--- src/design/alp_pkg.sv ---
// Shared types, constants and tables for the audio peak limiter.
// No dependencies; imported by alp_ctrl, alp_dp and the top level of the block.
`timescale 1ns / 1ps
package alp_pkg;

    localparam int SAMPLE_BITS_DEF = 24;
    localparam int COEFF_BITS_DEF  = 16;

    localparam int CFG_IDX_W  = 3;
    localparam int CFG_DATA_W = 16;
    localparam int GAIN_W     = 16;
    localparam int SMOOTH_W   = 24;
    localparam int CNT_W      = 4;

    // dB per octave (20*log10(2)) in Q16, and log2(10)/20 in Q24
    localparam logic [18:0]        DB_PER_OCT    = 19'd394566;
    localparam logic signed [22:0] LOG2_10_DIV20 = 23'sd2786635;
    localparam logic [13:0]        KNEE_MIN      = 14'd13;
    localparam logic [16:0]        POW_SEED      = 17'd5206;

    localparam logic signed [15:0] THRESHOLD_RST = -16'sd2560;
    localparam logic [15:0]        RELEASE_RST   = 16'd65520;

    typedef enum logic [CFG_IDX_W-1:0] {
        CFG_THRESHOLD = 3'd0,
        CFG_KNEE      = 3'd1,
        CFG_MAKEUP    = 3'd2,
        CFG_AUTO      = 3'd3,
        CFG_HARD      = 3'd4,
        CFG_ATTACK    = 3'd5,
        CFG_RELEASE   = 3'd6
    } cfg_reg_t;

    typedef struct packed {
        logic signed [15:0] threshold;
        logic [13:0]        knee;
        logic signed [13:0] makeup;
        logic               auto_mk;
        logic               hard;
        logic [15:0]        atk_coeff;
        logic [15:0]        rel_coeff;
    } cfg_t;

    typedef enum logic [4:0] {
        ST_IDLE, ST_NORM, ST_SQUARE, ST_LVL_NEG, ST_LVL_MUL, ST_LVL_RND,
        ST_CRV_SET, ST_CRV_SQ, ST_CRV_DIV, ST_CRV_END,
        ST_SM_PREP, ST_SM_SEL, ST_SM_MUL, ST_SM_ADD, ST_GAIN,
        ST_EXP_MUL, ST_EXP_RND, ST_POW, ST_SCALE, ST_SHIFT, ST_SAT, ST_DONE
    } state_t;

    typedef enum logic [4:0] {
        OP_NONE, OP_LOAD, OP_NORM, OP_SQUARE, OP_LVL_NEG, OP_LVL_MUL, OP_LVL_RND,
        OP_CRV_SET, OP_CRV_SQ, OP_DIV_STEP, OP_CRV_END,
        OP_SM_PREP, OP_SM_SEL, OP_SM_MUL, OP_SM_ADD, OP_GAIN,
        OP_EXP_MUL, OP_EXP_RND, OP_POW, OP_SCALE, OP_SHIFT, OP_SAT, OP_PUBLISH
    } dp_op_t;

    typedef struct packed {
        dp_op_t           op;
        logic [CNT_W-1:0] cnt;
        logic             zero_sel;
    } dp_cmd_t;

    typedef struct packed {
        logic in_zero;
        logic n_msb;
        logic knee_soft;
    } dp_status_t;

    // Horner constants of the 2^f polynomial, innermost first
    function automatic logic [16:0] pow_coef(input logic [1:0] k);
        case (k)
            2'd0:    pow_coef = 17'd14712;
            2'd1:    pow_coef = 17'd45618;
            default: pow_coef = 17'd65536;
        endcase
    endfunction

endpackage

--- src/design/alp_ctrl.sv ---
// Sequencer of the audio peak limiter: walks one sample through the datapath.
// Depends on alp_pkg; drives alp_dp through dp_cmd_t and reads dp_status_t.
`timescale 1ns / 1ps
module alp_ctrl (
    input  logic                 aclk,
    input  logic                 aresetn,
    input  logic                 s_tvalid,
    output logic                 s_tready,
    output logic                 m_tvalid,
    input  logic                 m_tready,
    input  logic                 auto_mk,
    input  alp_pkg::dp_status_t  status,
    output alp_pkg::dp_cmd_t     cmd
);
    import alp_pkg::*;

    state_t           state_reg, state_next;
    logic [CNT_W-1:0] cnt_reg, cnt_next;
    logic             pass_reg, pass_next;
    logic             out_valid_reg, out_valid_next;

    always_ff @(posedge aclk) begin
        if (!aresetn) begin
            state_reg     <= ST_IDLE;
            cnt_reg       <= '0;
            pass_reg      <= 1'b0;
            out_valid_reg <= 1'b0;
        end else begin
            state_reg     <= state_next;
            cnt_reg       <= cnt_next;
            pass_reg      <= pass_next;
            out_valid_reg <= out_valid_next;
        end
    end

    always_comb begin
        state_next   = state_reg;
        cnt_next     = cnt_reg;
        pass_next    = pass_reg;
        cmd.op       = OP_NONE;
        cmd.cnt      = cnt_reg;
        cmd.zero_sel = pass_reg;
        s_tready     = 1'b0;
        unique case (state_reg)
            ST_IDLE: begin
                s_tready = 1'b1;
                if (s_tvalid) begin
                    cmd.op     = OP_LOAD;
                    state_next = status.in_zero ? ST_DONE : ST_NORM;
                end
            end
            ST_NORM: begin
                cmd.op = OP_NORM;
                if (status.n_msb) begin
                    state_next = ST_SQUARE;
                    cnt_next   = '0;
                end
            end
            ST_SQUARE: begin
                cmd.op = OP_SQUARE;
                if (cnt_reg == CNT_W'(15)) begin
                    state_next = ST_LVL_NEG;
                end else begin
                    cnt_next = cnt_reg + 1'b1;
                end
            end
            ST_LVL_NEG: begin
                cmd.op     = OP_LVL_NEG;
                state_next = ST_LVL_MUL;
            end
            ST_LVL_MUL: begin
                cmd.op     = OP_LVL_MUL;
                state_next = ST_LVL_RND;
            end
            ST_LVL_RND: begin
                cmd.op     = OP_LVL_RND;
                state_next = ST_CRV_SET;
                pass_next  = 1'b0;
            end
            ST_CRV_SET: begin
                cmd.op     = OP_CRV_SET;
                state_next = ST_CRV_SQ;
            end
            ST_CRV_SQ: begin
                cmd.op     = OP_CRV_SQ;
                state_next = ST_CRV_DIV;
                cnt_next   = CNT_W'(13);
            end
            ST_CRV_DIV: begin
                if (!status.knee_soft) begin
                    state_next = ST_CRV_END;
                end else begin
                    cmd.op = OP_DIV_STEP;
                    if (cnt_reg == '0) begin
                        state_next = ST_CRV_END;
                    end else begin
                        cnt_next = cnt_reg - 1'b1;
                    end
                end
            end
            ST_CRV_END: begin
                cmd.op = OP_CRV_END;
                if (!pass_reg && auto_mk) begin
                    pass_next  = 1'b1;
                    state_next = ST_CRV_SET;
                end else begin
                    state_next = ST_SM_PREP;
                end
            end
            ST_SM_PREP: begin
                cmd.op     = OP_SM_PREP;
                state_next = ST_SM_SEL;
            end
            ST_SM_SEL: begin
                cmd.op     = OP_SM_SEL;
                state_next = ST_SM_MUL;
            end
            ST_SM_MUL: begin
                cmd.op     = OP_SM_MUL;
                state_next = ST_SM_ADD;
            end
            ST_SM_ADD: begin
                cmd.op     = OP_SM_ADD;
                state_next = ST_GAIN;
            end
            ST_GAIN: begin
                cmd.op     = OP_GAIN;
                state_next = ST_EXP_MUL;
            end
            ST_EXP_MUL: begin
                cmd.op     = OP_EXP_MUL;
                state_next = ST_EXP_RND;
            end
            ST_EXP_RND: begin
                cmd.op     = OP_EXP_RND;
                state_next = ST_POW;
                cnt_next   = '0;
            end
            ST_POW: begin
                cmd.op = OP_POW;
                if (cnt_reg == CNT_W'(2)) begin
                    state_next = ST_SCALE;
                end else begin
                    cnt_next = cnt_reg + 1'b1;
                end
            end
            ST_SCALE: begin
                cmd.op     = OP_SCALE;
                state_next = ST_SHIFT;
            end
            ST_SHIFT: begin
                cmd.op     = OP_SHIFT;
                state_next = ST_SAT;
            end
            ST_SAT: begin
                cmd.op     = OP_SAT;
                state_next = ST_DONE;
            end
            ST_DONE: begin
                if (!out_valid_reg || m_tready) begin
                    cmd.op     = OP_PUBLISH;
                    state_next = ST_IDLE;
                end
            end
            default: begin
                state_next = ST_IDLE;
            end
        endcase
        out_valid_next = (out_valid_reg && !m_tready) || (cmd.op == OP_PUBLISH);
    end

    assign m_tvalid = out_valid_reg;

endmodule

--- config.mk ---
export PLATFORM = sky130hd
export DESIGN_NAME = alp_ctrl
export DESIGN_NICKNAME = d
export VERILOG_FILES = /design/src/design/alp_pkg.sv /design/src/design/alp_ctrl.sv
export SDC_FILE = /design/constraint.sdc
export NUM_CORES = 1
export LEC_CHECK = 0
export BUFFER_PORTS_ARGS = -buffer_cell sky130_fd_sc_hd__buf_2
export CAP_MARGIN = 10
export CORE_UTILIZATION = 45
export DETAILED_ROUTE_END_ITERATION = 8
export PLACE_DENSITY = 0.7
export SLEW_MARGIN = 20
export SYNTH_ARGS = -nofsm -noshare
export SYNTH_HDL_FRONTEND = slang
export SYNTH_SLANG_ARGS = --single-unit
--- constraint.sdc ---
create_clock -name aclk -period 3.1 [get_ports aclk]
set_input_delay 0.155 -clock aclk [delete_from_list [all_inputs] [get_ports aclk]]
set_output_delay 0.155 -clock aclk [all_outputs]
set_load 0.1 [all_outputs]
==> key figures <==
Detailed routing
  – DRT Pass-1 Iters: 4
  – Avg Vias per Cell: 6.31
  – Top sig layer: met4
  – Residual DRC: 0
  – Post-route antenna net violation count: 0
  – Initial DRC Count: 49
  – Detailed-route wire length: 2860 um
  – WL per Instance: 14.9 um
  – Vias: 1212
  – Met2 WL post-DR: 1280 um
  – Metal3 WL: 265 um
  – WL met1: 1270 um

Worst hold path
  – Worst Hold Path EP: cnt_reg[0]
  – WHS Path Cells: 2
  – Worst Hold Class: input pin to flip-flop
  – Hold Path Origin: aresetn

Global routing
  – Initial antenna violation count: 0
  – First-pass GRT wire length: 4870 um
  – Largest net degree at the start of global routing: 28
  – Vias in the first global route: 1013
  – Overflow after GRT: 0
  – Tot GR Track Use: 24.5%

Yosys
  – Ys async rst share: 0%
  – Warnings from Yosys: 0
  – Number of synthesized flops with an enable pin: 0
  – Synth area leader: dfxtp_1
  – Part of the Yosys area used for sequential elements: 19.6%
  – Most frequent cells after synthesis: 15 x a21oi_1, 13 x nand2_1, 11 x dfxtp_1, 11 x nor2_1, 8 x o21ai_0
  – Yosys top cell area share: 19.6%
  – Primary FF master, synth: dfxtp_1
  – Netlist Area Pre-Place: 1120 um2
  – Top-count cell post-synth: a21oi_1
  – Dominant cells by area after synthesis: dfxtp_1 20%, a21oi_1 6.7%, nand2_1 4.3%
  – Synth cell types: 54
  – Syn_area_per_cell: 7.69 um2
  – Syn_nets: 157
  – Gate Count Post-Synth: 146
  – Post-synthesis register bit count: 11

Critical path
  – Slowest stage delay, CP: 350 ps
  – Cell mode on critical path: mux2_2
  – CP endpoint kind: flip-flop
  – R2r setup slk: 470 ps
  – WP buf/inv: 1
  – Crit-path cells: buf_4 -> and2b_2 -> mux2_2 -> nand2_1 -> ha_1 -> a21o_1 -> a21oi_1 -> xor2_1 -> mux2_2 -> a311oi_1
  – CP max FO: 11
  – CP Launch Type: flip-flop
  – Cells on worst reg2reg path: 10
  – Req. time, crit path: 3280 ps
  – Worst EP arrival: 2820 ps
  – Crit-path leading delay family: compound AO/OA/AOI/OAI gates
  – Crit-path slowest cell: mux2_2
  – WS Path Type: flip-flop to flip-flop
  – R2R Path End: cnt_reg[3]
  – Reg-to-reg startpoint: state_reg[0]

Cells and area
  – Area of the multi-input gates: 826 um2
  – Share of cells above drive strength 1: 26.8%
  – Storage element area: 220 um2
  – Layout area overhead: 13.8%
  – Max FFs per register: 5
  – # fillers: 204
  – Fin nets: 176
  – Ant diodes: 0

Clock tree
  – H-tree depth: 1
  – CTS tree: yes
  – Skew-Pair Late Insertion Delay: 280 ps
  – Cts repair resizes: 0
  – CTS buffer count: 3
  – CTS Hold Bufs: 0
  – Root Buffer: clkbuf_4
  – Clock Pin Slew Worst Setup and Hold Paths: 80 ps
  – Clk sinks: 11
  – Post-CTS Setup Inserts: 0
  – CTS Buffer Depth: 2

Timing
  – # setup viols final: 0
  – FMAX: 380 MHz
  – Min cycle time layout: 2630 ps
  – Final worst-path cycle share: 84.9%
  – Relative slew slack: 67.8%
  – RSZ-0062 raised after global routing: false
  – Fin. max-slew vios: 0
  – Final hold violations: 0
  – Sum Neg Setup Slack: 0 ps
  – Final Skew: 3.20 ps
  – Worst Max-Slew Pin Slew: 478 ps

Placement
  – IO Port Bufs: 19
  – Placer Congestion: 0.846
  – DP HPWL: 2090 um

Die
  – Die H: 51.9 um
  – Ports: 20
  – Core ar.: 2280 um2
  – Starting Density: 49.3%
  – Die width: 51.9 um
  – Row cnt: 17
  – Full die area: 2700 um2

Job
  – # Max-Cap Violations: 0

Outcome
  – Status: complete, no violations
[metal layers]
metal	global-route usage [%]	vias to the layer above
met3	2.92	5
met5	0	-
li1	-	592
met1	36.9	556
met2	33.5	59
met4	11.7	0
[logic make-up after synthesis]
logic type               count (synthesis)  share of synthesized area [%]
adder cells (fa/ha/maj)                  3                           4.01
AND/OR/NAND/NOR                         55                           27.4
XOR/XNOR                                 3                           2.34
buffers and inverters                   18                           7.80
AO/OA/AOI/OAI                           53                           35.9
multiplexers                             3                           2.90
flip-flops                              11                           19.6
[how the worst max path moves through the flow]
stage	startpoint	to	slack (ps)	depth (start not counted)
floorplan	state_reg[1]	cmd[8]	420	5
global placement	state_reg[0]	cnt_reg[3]	620	10
detailed placement	state_reg[0]	cnt_reg[3]	490	10
CTS	state_reg[0]	cnt_reg[3]	480	10
global route	state_reg[0]	cnt_reg[3]	310	10
finish	state_reg[0]	cnt_reg[3]	470	10
[cell usage in the layout (no fill, tap or decap), types with 4 or more instances in the layout]
master	count
o21ai_0	7
buf_4	7
inv_1	5
a21oi_1	15
buf_2	19
nor2_1	11
nand2_1	13
nor2b_1	4
dfxtp_1	11
[through the flow]
stage	instance area, um2	hold WS, ps	utilization [%]	instances	setup WS [ps]
after floorplan	1130	263	-	146	415
after global placement	1250	454	55.0	188	623
after detailed placement	1250	462	55.0	188	494
after CTS	1280	165	56.1	192	477
after global routing	1280	182	56.1	192	305
final	1280	170	56.1	192	468
[area by class of cell]
cell class | instances | share of cell area, %
multi-input cells | 117 | 64.6
flip-flops and latches | 11 | 17.2
repair buffers | 26 | 11.6
well taps | 28 | 2.74
clock buffers | 4 | 2.06
inverters | 6 | 1.76
Power is not shown: default switching activity piles up to over one toggle a cycle in this logic, so the estimate is an artifact.
